==> src/hdl/gcd_pkg.sv <==
// Package with shared types, constants and arithmetic helpers for the distance unit.
`default_nettype none
package gcd_pkg;

    localparam int FRAC = 29;
    localparam logic signed [63:0] ONE_Q = 64'sd536870912;
    localparam logic signed [63:0] PI_Q = 64'sd1686629713;
    localparam logic signed [63:0] HALF_PI_Q = 64'sd843314857;
    localparam logic signed [63:0] GAIN_INV_Q = 64'sd326016437;
    localparam logic [31:0] DEG_TO_RAD_K = 32'd1006113814;
    localparam logic [22:0] RADIUS_RESET = 23'd6371000;
    localparam int ISQRT_STEPS = 32;

    // Register indexes of the configuration port.
    localparam logic [0:0] REG_RADIUS = 1'b0;

    // Mode of a CORDIC cell.
    typedef enum logic {
        t_rot = 1'b0,
        t_vec = 1'b1
    } t_cordic_mode;

    // One lane of a CORDIC chain.
    typedef struct packed {
        logic signed [33:0] x;
        logic signed [33:0] y;
        logic signed [33:0] z;
    } t_cordic_lane;

    // Arctangent table, Q29.
    function automatic logic signed [33:0] atan_step(input int i);
        logic signed [33:0] v;
        v = '0;
        case (i)
            0: v = 34'sd421657428;
            1: v = 34'sd248918915;
            2: v = 34'sd131521918;
            3: v = 34'sd66762579;
            4: v = 34'sd33510843;
            5: v = 34'sd16771758;
            6: v = 34'sd8387925;
            7: v = 34'sd4194219;
            8: v = 34'sd2097141;
            9: v = 34'sd1048575;
            default: begin
                if (i < 30) v = 34'sd1 <<< (FRAC - i);
                else v = '0;
            end
        endcase
        return v;
    endfunction

endpackage
`default_nettype wire

==> src/hdl/gcd_cordic_cell.sv <==
// One CORDIC micro-rotation cell with registered outputs and side-band payload.
`default_nettype none
module gcd_cordic_cell #(
    parameter int STAGE = 0,
    parameter int SIDE_W = 1
) (
    input  wire logic                      i_clk,
    input  wire gcd_pkg::t_cordic_mode     i_mode,
    input  wire gcd_pkg::t_cordic_lane     i_lane,
    input  wire logic                      i_flip,
    input  wire logic [SIDE_W-1:0]         i_side,
    output gcd_pkg::t_cordic_lane          o_lane,
    output logic                           o_flip,
    output logic [SIDE_W-1:0]              o_side
);
    gcd_pkg::t_cordic_lane r_lane, n_lane;
    logic r_flip;
    logic [SIDE_W-1:0] r_side;
    logic signed [33:0] dx, dy, at;
    logic dir;

    // Rotate toward zero angle or toward the x axis depending on mode.
    always_comb begin
        dx = i_lane.y >>> STAGE;
        dy = i_lane.x >>> STAGE;
        at = gcd_pkg::atan_step(STAGE);
        if (i_mode == gcd_pkg::t_rot) dir = ~i_lane.z[33];
        else dir = i_lane.y[33];
        n_lane = i_lane;
        if (i_mode == gcd_pkg::t_rot) begin
            if (dir) begin
                n_lane.x = i_lane.x - dx; n_lane.y = i_lane.y + dy; n_lane.z = i_lane.z - at;
            end else begin
                n_lane.x = i_lane.x + dx; n_lane.y = i_lane.y - dy; n_lane.z = i_lane.z + at;
            end
        end else begin
            if (!dir) begin
                n_lane.x = i_lane.x + dx; n_lane.y = i_lane.y - dy; n_lane.z = i_lane.z + at;
            end else begin
                n_lane.x = i_lane.x - dx; n_lane.y = i_lane.y + dy; n_lane.z = i_lane.z - at;
            end
        end
    end

    always_ff @(posedge i_clk) begin
        r_lane <= n_lane;
        r_flip <= i_flip;
        r_side <= i_side;
    end

    assign o_lane = r_lane;
    assign o_flip = r_flip;
    assign o_side = r_side;
endmodule
`default_nettype wire

==> config.mk <==
export PLATFORM = sky130hd
export DESIGN_NAME = gcd_cordic_cell
export DESIGN_NICKNAME = d
export VERILOG_FILES = /design/src/hdl/gcd_pkg.sv /design/src/hdl/gcd_cordic_cell.sv
export SDC_FILE = /design/constraint.sdc
export NUM_CORES = 1
export LEC_CHECK = 0
export BUFFER_PORTS_ARGS = -buffer_cell sky130_fd_sc_hd__buf_2
export CELL_PAD_IN_SITES_DETAIL_PLACEMENT = 0
export CELL_PAD_IN_SITES_GLOBAL_PLACEMENT = 2
export CORE_MARGIN = 2
export CORE_UTILIZATION = 34
export CTS_CLUSTER_SIZE = 28
export DETAILED_ROUTE_END_ITERATION = 10
export PLACE_DENSITY_LB_ADDON = 0.2
export SLEW_MARGIN = 20
export SYNTH_ARGS = -nofsm -noshare
export SYNTH_HDL_FRONTEND = slang
export SYNTH_SLANG_ARGS = --single-unit
==> constraint.sdc <==
create_clock -name i_clk -period 9.7 [get_ports i_clk]
set_clock_uncertainty 0.1 [all_clocks]
set_input_delay 0.97 -clock i_clk [delete_from_list [all_inputs] [get_ports i_clk]]
set_output_delay 0.97 -clock i_clk [all_outputs]
set_load 0.05 [all_outputs]
Word level (Yosys, flattened, before mapping)
Cells that the tools add are included.
- logic and storage cells: 13
- input port bits: 106
- output and inout bits: 104
- register bits after elaboration: 104
- mux-type cells: 2
- bitwise operators: 1
- $add $sub $neg: 5
- operators by type and width (operator ; number):
    102-bit two-way mux ; 1
    34-bit subtractor ; 2
    34-bit by 30-bit adder with 34-bit output, second input constant ; 1
    34-bit adder ; 1
    34-bit by 30-bit subtractor with 34-bit output, second input constant ; 1
    1-bit two-way mux ; 1
    1-bit inverter ; 1

Depth between registers and ports, before layout
- word-level depth: 3
- gate-level depth with buffers: 17

Worst setup path after synthesis
No wires, ideal clock.
- kind: input-to-reg
- start point: input port i_mode
- end point: register r_lane (netlist bit o_lane[28])
- setup time: 72 ps
- setup slack: 4898 ps
- stages on the path: 16
- buffers on the path: 3
- data arrival time: 4630 ps
- path through: nand2b_1 > nand2_1 > inv_2 > clkbuf_1 > clkbuf_1 > buf_1 > ha_1 > o211a_1 > o41ai_1 > a21oi_1 > o311a_4 > a31oi_4 > o211ai_2 > a211o_1 > o22ai_1 > xor2_1
- RTL lines (what ; line ; text):
    start: declaration ; gcd_cordic_cell.sv:8 ; input wire gcd_pkg::t_cordic_mode i_mode,
    end signal: assignment ; gcd_cordic_cell.sv:46 ; r_lane <= n_lane;
    end: declaration ; gcd_cordic_cell.sv:16 ; gcd_pkg::t_cordic_lane r_lane, n_lane;

==> impl_metrics.json <==
{
  "synthArstFlopShare_pct": 0,
  "synth_seq_cells": 103,
  "setup_viol": 0,
  "synthToLayoutAreaGrowth_pct": 16.0,
  "startpoint_type": "input pin",
  "worstHoldPathType": "in -> reg",
  "timing.critical_path.required_ps": 9900,
  "criticalPathCategory": "in -> reg",
  "power.share.switching_pct": 49.7,
  "max-slew-margin-rel_pct": 30.5,
  "yosysWarningCount": 0,
  "synth_area_um2": 9790,
  "syn_nets": 1531,
  "n_antenna_cell": 0,
  "core-area_um2": 28500,
  "vdd_ir_drop_max_v": 0.0000881,
  "cts_tree": "yes",
  "crit_arrival_ps": 4980,
  "min-delay-start": "i_lane[0]",
  "grt_pass1_vias": 9679,
  "clkPwrFrac_pct": 18.4,
  "yosysTopAreaCellShare_pct": 21.1,
  "drtIter0Drc": 745,
  "ctsRootBufferMaster": "clkbuf_16",
  "max_freq_mhz": 209,
  "synthFlopType": "dfxtp_1",
  "row_count": 62,
  "grt_start_max_net_pins": 85,
  "synth.area.top_cells": "dfxtp_1 (21%), ha_1 (15%), xnor2_1 (8.2%)",
  "hpwl_um": 27200,
  "fin_crit_ps": 4780,
  "wl_um": 34500,
  "htree_levels": 3,
  "worst_slew_pin_slew_ps": 1040,
  "dp.cells": 1837,
  "min_period_over_period_pct": 49.2,
  "hold_viol": 0,
  "vias": 9983,
  "synth-edff-count": 0,
  "clk_path_buf_depth": 2,
  "share_seq_of_total_power_pct": 27.9,
  "p_switching_uw": 994,
  "fillers": 3142,
  "drv_cap": 0,
  "critPathLaunch": "i_mode",
  "internal-power_mw": 1.01,
  "antenna_left": 0,
  "first_pass_iters": 5,
  "port_buffers": 209,
  "cts_hold_buf": 0,
  "fp.dieH_um": 174,
  "leakagePower_nw": 5.16,
  "clk_pin_slew_ps": 70,
  "start_util_pct": 34.3,
  "ys_seq_area_share_pct": 21.1,
  "synth_area_leader_cell": "dfxtp_1",
  "die_w_um": 174,
  "nets": 1688,
  "grt_pass1_wl_um": 54000,
  "power_frac_comb_pct": 53.7,
  "critPathMaxFanout": 76,
  "cts_resized": 0,
  "synth_cell_types": 76,
  "tns_ps": 0,
  "status": "complete, no violations",
  "numCtsBuffers": 9,
  "gr-usage-all-layers_pct": 22.5,
  "antenna_found_initial": 0,
  "instances_no_fill": 1853,
  "vias_per_cell": 5.39,
  "num_io_pins": 210,
  "die-area_um2": 30200,
  "wire_per_inst_um": 18.6,
  "drive_gt1_share_pct": 17.1,
  "synth_cells": 1307,
  "clkSinkCount": 103,
  "drc": 0,
  "overflow": 0,
  "hold_depth": 1,
  "place.gp.congestion": 0.912,
  "avgSynthCellArea_um2": 7.49,
  "rsz0062_at_grt": "no",
  "postCtsSetupRepairBufs": 0,
  "crit_path_end_kind": "register",
  "p_per_area_nw_per_um2": 176,
  "maxSlewViolCount": 0
}
cells in the mapped netlist, types with 22 or more instances:
master and n:
a21oi_1 157, inv_1 113, a21o_1 22, nor3_1 25, dfxtp_1 103, nor2_1 108, o21bai_1 25, ha_1 115
o21ai_0 78, clkbuf_1 44, xnor2_1 92, nand2_1 88
power by group through the flow:
stage | clock (mW) | combinational (mW) | sequential (mW)
3_3_place_gp | 0 | 1.07 | 0.570
6_report | 0.368 | 1.07 | 0.558
3_5_place_dp | 0 | 1.07 | 0.570
2_1_floorplan | 0 | 0.425 | 0.935
5_1_grt | 0.398 | 1.15 | 0.569
4_1_cts | 0.381 | 1.07 | 0.561
placed cells by master (no fill, tap or decap), types with 10 or more instances in the layout:
| master | instances |
|---|---|
| xnor2_1 | 92 |
| xor2_1 | 11 |
| a221oi_1 | 10 |
| inv_1 | 113 |
| a21oi_1 | 157 |
| nand2_1 | 87 |
| a21o_1 | 22 |
| ha_1 | 115 |
| nand4_1 | 20 |
| o211ai_1 | 13 |
| and3_1 | 10 |
| nor3_1 | 25 |
| dfxtp_1 | 103 |
| o21ai_0 | 78 |
| o31ai_1 | 16 |
| nand3_1 | 18 |
| a211oi_1 | 12 |
| nor2_1 | 108 |
| o21bai_1 | 25 |
| nor4_1 | 16 |
| nor2b_1 | 13 |
| a31oi_1 | 20 |
| buf_2 | 209 |
| o21a_1 | 17 |
layer usage:
| layer | part of all wire (%) | vias up | wire length [um] | GRT usage (%) |
|---|---|---|---|---|
| met5 | 0 | - | 0 | 0 |
| met3 | 4.6 | 34 | 1580 | 2.65 |
| met1 | 47 | 4686 | 16300 | 31.0 |
| li1 | - | 4957 | - | - |
| met4 | 1.7 | 0 | 603 | 6.13 |
| met2 | 46 | 306 | 16000 | 37.2 |
cell families (layout without fill, tap and decap cells):
family          after synthesis  count (layout)  share of synthesized area (%)
mux                           9               9                          0.921
xor+xnor                    103             103                           9.22
simple gates                341             341                           16.6
fa+ha+maj                   121             121                           15.6
compound gates              446             446                           29.4
buf+inv                     184             346                           7.22
flops                       103             103                           21.1
worst paths after layout:
check	end	slack, ps
max	o_lane[31]	4920
min	o_lane[0]	600
critical path, stage by stage:
cell and delay (ps):
buf_2 130, nand2b_1 230, nand2_2 120, clkinv_2 480, buf_4 590, ha_1 410
nor2_1 190, a31oi_1 110, o22a_1 220, a311oi_1 350, o21ai_1 230, a221o_1 360
a31o_2 240, a21oi_1 160, xnor2_1 120
through the flow:
stage	hold slack, ps	setup WS [ps]	power [mW]	util [%]	instance area (um2)
2_1_floorplan	898	4900	1.36	-	9790
3_3_place_gp	974	4580	1.64	38.8	11100
3_5_place_dp	974	4570	1.64	38.8	11100
4_1_cts	587	4970	2.02	39.8	11400
5_1_grt	592	4640	2.11	39.8	11400
6_report	604	4920	2.00	39.8	11400
final cells by class:
class	instances	area [um2]	share of cell area [%]
Clock inverter	6	45.0	0.397
Sequential cell	103	2060	18.2
Clock buffer	10	239	2.10
Tap cell	384	480	4.23
Inverter	119	448	3.94
Multi-Input combinational cell	1020	7020	61.8
Timing Repair Buffer	211	1060	9.34
state kept, by name, indices dropped and copies added, names as in the netlist:
signal  count
o_side      1
o_flip      1
o_lane    101
No activity file was read; power rests on OpenSTA's default activity.
