==> src/hdl/gcd_isqrt_cell.sv <==
// One digit step of a pipelined integer square root with side-band payload.
`default_nettype none
module gcd_isqrt_cell #(
    parameter int STEP = 0,
    parameter int SIDE_W = 1
) (
    input  wire logic               i_clk,
    input  wire logic [63:0]        i_rem,
    input  wire logic [63:0]        i_root,
    input  wire logic [SIDE_W-1:0]  i_side,
    output logic [63:0]             o_rem,
    output logic [63:0]             o_root,
    output logic [SIDE_W-1:0]       o_side
);
    logic [63:0] r_rem, r_root, n_rem, n_root, bitv, trial;
    logic [SIDE_W-1:0] r_side;

    // Classic bit-pair restoring step; bit position is fixed by the stage.
    always_comb begin
        bitv = 64'd1 << (62 - 2 * STEP);
        trial = i_root + bitv;
        if (i_rem >= trial) begin
            n_rem = i_rem - trial;
            n_root = (i_root >> 1) + bitv;
        end else begin
            n_rem = i_rem;
            n_root = i_root >> 1;
        end
    end

    always_ff @(posedge i_clk) begin
        r_rem <= n_rem;
        r_root <= n_root;
        r_side <= i_side;
    end

    assign o_rem = r_rem;
    assign o_root = r_root;
    assign o_side = r_side;
endmodule
`default_nettype wire

==> config.mk <==
export PLATFORM = sky130hd
export DESIGN_NAME = gcd_isqrt_cell
export DESIGN_NICKNAME = d
export VERILOG_FILES = /design/src/hdl/gcd_isqrt_cell.sv
export SDC_FILE = /design/constraint.sdc
export NUM_CORES = 1
export LEC_CHECK = 0
export BUFFER_PORTS_ARGS = -buffer_cell sky130_fd_sc_hd__buf_2
export CELL_PAD_IN_SITES_DETAIL_PLACEMENT = 1
export CELL_PAD_IN_SITES_GLOBAL_PLACEMENT = 2
export CORE_MARGIN = 2
export CORE_UTILIZATION = 28
export DETAILED_ROUTE_END_ITERATION = 7
export GPL_TIMING_DRIVEN = 0
export HOLD_SLACK_MARGIN = 0.15
export PLACE_DENSITY_LB_ADDON = 0.12
export SYNTH_ARGS = -nofsm -noshare
export SYNTH_HDL_FRONTEND = slang
export SYNTH_SLANG_ARGS = --single-unit
==> constraint.sdc <==
create_clock -name i_clk -period 4.5 [get_ports i_clk]
set_input_delay 1.125 -clock i_clk [delete_from_list [all_inputs] [get_ports i_clk]]
set_output_delay 1.125 -clock i_clk [all_outputs]
set_load 0.01 [all_outputs]
Word level (Yosys, flattened, before mapping) --
Cells that the tools add are included.
Word-level totals: output and inout port bits 129, word-level logic and storage cells 10, bits in registers 129, bits of input ports 130
Cells by class: magnitude comparators 1, mux-type cells 2, $add $sub $neg 3
Operator list (count):
- $add 63x63->64 const B | 1
- $add 64x63->64 const B | 1
- $ge 64x64->1 | 1
- $mux 64 | 1
- $sub 64x64->64 | 1
- $mux 63 | 1

Longest topological paths before layout --
Gate-level depths: netlist of the first run.
word-level depth 3, gate-level depth with buffers 14, mapped depth without buffers 13

Least setup slack after synthesis of the first run --
Ideal clock, no wire load.
path type input port to flip-flop, from in i_root[16], to reg r_rem[60], in the netlist o_rem[60], slack 0.655 ns, path buffers 0, stages on the path 12, arrival time 3.727 ns, cells stage by stage inv_1 ha_1 and2_1 nand3_1 or3_1 a41o_1 nor3_2 o21ai_1 o41ai_4 or4b_1 a21oi_1 nor3_1
On the way: word-level cells in the longest chain between the ends 3, elaborated cells between the ends (all ways) 4, classes of those cells add/sub (2); order compare (1); mux (1)
RTL lines:
- start, declared | RTL line 9 | input wire logic [63:0] i_root,
- $add 64x63->64 * | RTL line 21 | trial = i_root + bitv;
- $sub 64x64->64 / $ge 64x64->1 (equally long branches) | RTL line 23, 22
- $mux 64 * | RTL line 22 | if (i_rem >= trial) begin
- via n_rem[60] | RTL line 15 | logic [63:0] r_rem, r_root, n_rem, n_root, bitv, trial;
- end signal, assigned | RTL line 32 | r_rem <= n_rem;
- end, declared | RTL line 15
Mark *: on every way through the listed nets, which the timed path passes. The rest lies on a longest branch. A chain may end at the register's enable or synchronous reset.

Final worst setup path of the first run --
Ends and elaborated chain as after synthesis.

==> reports/results.txt, run 1 <==
Yosys warns = 0
Clk pin slew, worst setup/hold paths = 0.06 ns
Post-synth EDFFs = 0
Vias per std cell = 4.785
Setup crit start = i_root[16]
Critical Path Sink Type = flop
CP Launch Type = input pin
Die ar. = 27,560 um^2
I/O Pins = 259
Post-route cell area = 9762 um^2
Worst slack, placed = -0.6353 ns
Hold violation count in the final report = 0
Slew headroom = 50.46%
Min Tclk post-route = 4.178 ns
Initial antenna violation count = 3
Die W = 166 um
Post-place instance area = 9059 um^2
Final net count = 1,360
Core ar. = 25,910 um^2
Finished Core Util = 37.67%
Mean post-synth cell area = 8.294 um^2
H-tree levels = 4
Filler instances = 3,206
PortBufs = 258
Drt drc = 0
CP Max Fanout = 7
Worst ir drop on vdd = 0.2107 mV
Slew Viols, Final = 0
Vias after detailed routing = 7,244
Inst Count DP = 1,479
MaxCap Viol Count = 0
Pwr/cell area = 416.8 nW/um^2
GR Overflow Total = 0
Setup TNS = 0 ns
Worst-Margin Slew = 0.7353 ns
Area grow syn2layout = 32.85%
Netlist cell types = 58
Highest metal used = met5
Fmax = 239.4 MHz
Drt total wl = 25,700 um
Post-Route M1 WL = 12,400 um
Post-detail-place hpwl = 20,640 um
RSZ-0062 raised after global routing = no
Mapped Nets = 1,081
Layout cells sized above 1 = 27.67%
Fraction of registers with async set/reset = 0%
Clk sinks = 129
DRT iter0 DRCs = 261
Routed len/inst = 16.98 um
Arrival time at the worst endpoint = 4.49 ns
Final Cycle Share = 92.84%
Total track usage = 18.29%
Class of the worst hold path = input pin to flop
Row count = 59
Final setup margin = 0.3223 ns
Static Leakage = 0.004882 uW
# hold bufs at CTS = 0
First-pass GRT wire length = 40,480 um
Wire length on met2 = 11,650 um
Clk root buf = clkbuf_16
Worst endpoint required time = 4.81 ns
Detailed Routing Iterations Pass 1 = 4
Synth Flop Type = dfxtp_1
Number of buffers created by CTS = 17
CP endpoint = o_rem[60]
# setup viols final = 0
Mapped Area = 7348 um^2
Sequential cell area fraction in the yosys report = 35.14%
Clock buffer depth = 2
Vias in the first global route = 7,533
Largest net degree at the start of global routing = 17
Initial Util = 28.36%
Crit path kind = input pin to flop
Synth Instances = 886
Outcome = finished clean
Routability cong. = 0.8382
Seq cells post-synth = 129
Non-Filler Instances = 1,514
Antenna Violating Nets Remaining = 0
CTS tree = done
Met3 wire length = 1379 um
Die Height = 166 um
-- cell families after synthesis --
kind of cell / share of synthesized area (%)
compound gates: 23.21
simple gates: 15.44
xor+xnor: 6.675
fa+ha+maj: 11.17
buf+inv: 6.079
flops: 35.14
mux: 2.282
-- registers in the layout (all words and copies together), names as in the netlist --
name / count
o_rem: 64
o_side: 1
o_root: 64
-- worst max-delay path, cell delays in order --
cell	delay [ns]
buf_2	0.09
inv_1	0.04
ha_1	0.42
and2_1	0.20
nand3_1	0.16
or3_1	0.43
a41oi_1	0.35
a31oi_1	0.24
o21ai_1	0.45
a21oi_2	0.21
o21ai_1	0.45
and4_1	0.26
nor3_1	0.05
-- cells in the mapped netlist (all sizes together), types with 7 or more instances --
cell | instances | share of area [%]
a31oi | 7 | 0.60
dfxtp | 129 | 35
and2 | 10 | 0.85
xnor2 | 36 | 4.3
nand3 | 14 | 0.95
and3 | 13 | 1.1
nor2b | 10 | 0.85
o21ai | 43 | 2.9
mux2 | 14 | 2.1
a21oi | 111 | 7.6
inv | 78 | 4.0
clkbuf | 26 | 1.3
o21bai | 11 | 1.1
a21o | 49 | 5.0
xor2 | 20 | 2.4
o21a | 7 | 0.72
nor2 | 82 | 4.2
o211ai | 7 | 0.72
nor3 | 12 | 0.89
buf | 11 | 0.75
nand4 | 18 | 1.5
ha | 64 | 11
nand2 | 52 | 2.7
-- metal layers --
layer / global-route usage [%] / vias to the layer above
met1: 24.22 / 3383
li1: - / 3655
met3: 4.409 / 24
met4: 4.423 / 4
met2: 30.02 / 178
met5: 0 / -
-- through the flow --
stage,hold WS [ns],power (uW)
global placement,1.231,2476
floorplan,1.153,2045
detailed placement,1.230,2485
global route,0.7893,4306
CTS,0.7831,4133
finish,0.8000,4068
-- cell usage in the layout (no fill, tap or decap), drive strengths merged, types with 7 or more instances in the layout --
cell type / count
mux2: 14
xor2: 20
ha: 64
o21ai: 43
nor2b: 10
a21oi: 111
inv: 81
and2: 10
o211ai: 7
xnor2: 36
a21o: 49
nand2: 52
and3: 13
nand4: 18
clkbuf: 47
o21bai: 11
dfxtp: 129
nor3: 12
buf: 271
nor2: 82
nand3: 14
o21a: 7
a31oi: 7
-- cell type report --
class | instances | area, um^2 | area share [%]
multi-input combinational | 642 | 4330 | 44.36
sequential | 129 | 2582 | 26.45
timing repair buffer | 260 | 1306 | 13.38
clock buffer | 21 | 470.5 | 4.819
tap | 335 | 419.2 | 4.294
inverter | 78 | 292.8 | 2.999
clock inverter | 11 | 198.9 | 2.038
buffer | 37 | 158.9 | 1.628
antenna | 1 | 2.502 | 0.02563
-- worst min path at each step --
stage                      endpoint  slack [ns]  cells after the start       from
final                        o_side        0.80                      1     i_side
after global routing         o_side        0.79                      1     i_side
after floorplan           o_root[0]        1.15                      0  i_root[1]
after detailed placement     o_side        1.23                      1     i_side
after global placement       o_side        1.23                      1     i_side
after CTS                    o_side        0.78                      1     i_side
-- where the power goes --
part           switching [uW]  internal (uW)  total [uW]
clock                     576           1040        1610
sequential               35.4           1290        1330
combinational             670            460        1130
-- repair_timing --
item | 4_1_cts | 5_1_grt
pin swaps | 0 | 1
resized for setup | 4 | 2
buffers inserted | 0 | 2
endpoints found under the setup margin | 33 | 59
Power figures use the tool's default switching activity.
==> run 2: changes to the inputs <==
- CORE_MARGIN: 2 -> 4
- REMOVE_ABC_BUFFERS: not set -> 1
==> run 2 against run 1 <==
  * Sequential share of layout area increased by 0.085 points
  * Routed wire length decreased by 3.5%
  * Critical endpoint is now o_rem[4]
  * Hold slack improved by 0.0032 ns
==> reports/results.txt, run 2 (synthesis results as in run 1) <==
Outcome = finished clean
Static Leakage = 0.004865 uW (-0.35%)
Commonest non-fill, non-tap cell in the layout = buf_2
Most frequent cells in the layout = 258 x buf_2, 129 x dfxtp_1, 110 x a21oi_1
Drt total wl = 24,790 um (-3.5%)
I/O Pins = 259 (unchanged)
Initial antenna violation count = 1 (-2)
Post-detail-place hpwl = 20,550 um (-0.42%)
Crit path depth = 15 (+2)
H-tree levels = 4 (unchanged)
Die W = 170 um (+2.4%)
Vias per std cell = 4.749 (-0.74%)
Worst path cell trace = buf_2 -> inv_1 -> ha_1 -> and2_1 -> nand3_1 -> or3_1 -> a41o_1 -> nor3_2 -> o21ai_1 -> o41ai_4 -> buf_8 -> buf_8 -> buf_6 -> buf_8 -> mux2_1
Fmax = 234.3 MHz (-2.1%)
Critical Path Max Stage Delay = 0.44 ns (about the same)
Critical Path Sink Type = flop
Antenna Violating Nets Remaining = 0 (unchanged)
Initial Util = 28.36% (unchanged)
Clock buffer depth = 2 (unchanged)
Vias after detailed routing = 7,053 (-2.6%)
Worst endpoint required time = 4.80 ns (about the same)
DRT iter0 DRCs = 206 (-21%)
Crit path kind = input pin to flop
Non-Filler Instances = 1,485 (-1.9%)
Filler instances = 3,168 (-1.2%)
Arrival time at the worst endpoint = 4.57 ns (+0.08 ns)
Layout cells sized above 1 = 27.94% (+0.26 points)
Worst ir drop on vdd = 0.2057 mV (-2.4%)
Clk pin slew, worst setup/hold paths = 0.06 ns (about the same)
RSZ-0062 raised after global routing = no
CTS tree = done
MaxCap Viol Count = 0 (unchanged)
Total track usage = 16.82% (-1.5 points)
CP Max Fanout = 17 (+10)
Die Height = 170 um (+2.4%)
Min Tclk post-route = 4.269 ns (+0.09113 ns)
Slew headroom = 50.71% (+0.25 points)
Slowest CP cell = or3_1
Finished Core Util = 37.55% (-0.12 points)
GR Overflow Total = 0 (unchanged)
Power Total = 4087 uW (+0.46%)
Vias in the first global route = 7,374 (-2.1%)
Area grow syn2layout = 32.42%
Hold_ws = 0.8032 ns (+0.003163 ns)
Routed len/inst = 16.69 um (-1.7%)
Core ar. = 25,910 um^2 (unchanged)
Row count = 59 (unchanged)
Number of buffers created by CTS = 17 (unchanged)
Routability cong. = 0.8038 (-4.1%)
Clk sinks = 129 (unchanged)
Worst Path Buf+Inv = 6 (+4)
Critical path's top delay family = simple AND/OR/NAND/NOR gates
First-pass GRT wire length = 39,000 um (-3.7%)
Final Cycle Share = 94.86% (+2.0 points)
# setup viols final = 0 (unchanged)
Slew Viols, Final = 0 (unchanged)
Hold violation count in the final report = 0 (unchanged)
Clk root buf = clkbuf_16
Hold Path Cell Cnt = 1 (unchanged)
Die ar. = 28,900 um^2 (+4.9%)
PortBufs = 258 (unchanged)
Largest net degree at the start of global routing = 21 (+4)
Worst path most repeated cell = buf_8
Setup TNS = 0 ns (unchanged)
Worst-Margin Slew = 0.7298 ns (-0.005531 ns)
CP Launch Type = input pin
Inst Count DP = 1,450 (-2.0%)
Detailed Routing Iterations Pass 1 = 6 (+2)
# hold bufs at CTS = 0 (unchanged)
Drt drc = 0 (unchanged)
Pwr/cell area = 420.0 nW/um^2 (+0.79%)
Final net count = 1,331 (-2.1%)
Class of the worst hold path = input pin to flop
## run 2: cell count changes in the layout (fill, tap and decap cells not counted), sizes merged
cell	before	now
buf	271	268
bufinv	5	6
clkbuf	47	20
clkinv	0	3
clkinvlp	3	1
inv	81	80
## run 2: layer usage
metal  vias up  GRT usage, %  routed length (um)
li1       3607             -                   -
met1      3285         19.75               10580
met2       144         30.95               12690
met3        17         3.554                1179
met4         0         4.514                 341
met5         -             0                   0
## run 2: what timing repair did
action / 4_1_cts / 5_1_grt
pin swaps: 1 / 0
buffers inserted: 2 / 0
endpoints found under the setup margin: 15 / 13
gates resized for setup: 1 / 2
endpoints found under the hold margin: 0 / 0
## run 2: area by class of cell
class	count	area (um^2)	share of cell area, %
timing repair buffer	268	1415	14.54
clock buffer	20	456.7	4.693
clock inverter	12	227.7	2.340
tap	335	419.2	4.308
multi-input combinational	642	4334	44.54
antenna	1	2.502	0.02572
inverter	78	292.8	3.009
sequential	129	2582	26.54
## run 2: report_power, final
group | internal (uW) | switching (uW) | total [uW] | leakage [uW]
registers | 1290 | 30.8 | 1320 | 0.00109
logic | 478 | 644 | 1120 | 0.00345
clock network | 1070 | 568 | 1640 | 0.000331
total | 2840 | 1240 | 4090 | 0.00486
## run 2: worst paths after layout
kind | start | endpoint | slack, ns
setup / recovery | i_root[16] | o_rem[4] | 0.23
hold / removal | i_side | o_side | 0.80
## run 2: per-stage QoR
stage	instance area, um^2	setup WS, ns
6_report	9731	0.2312
5_1_grt	9731	0.01914
4_1_cts	9717	0.1190
3_5_place_dp	9014	-0.7097
3_3_place_gp	8905	-4.456
2_1_floorplan	7194	-2.120
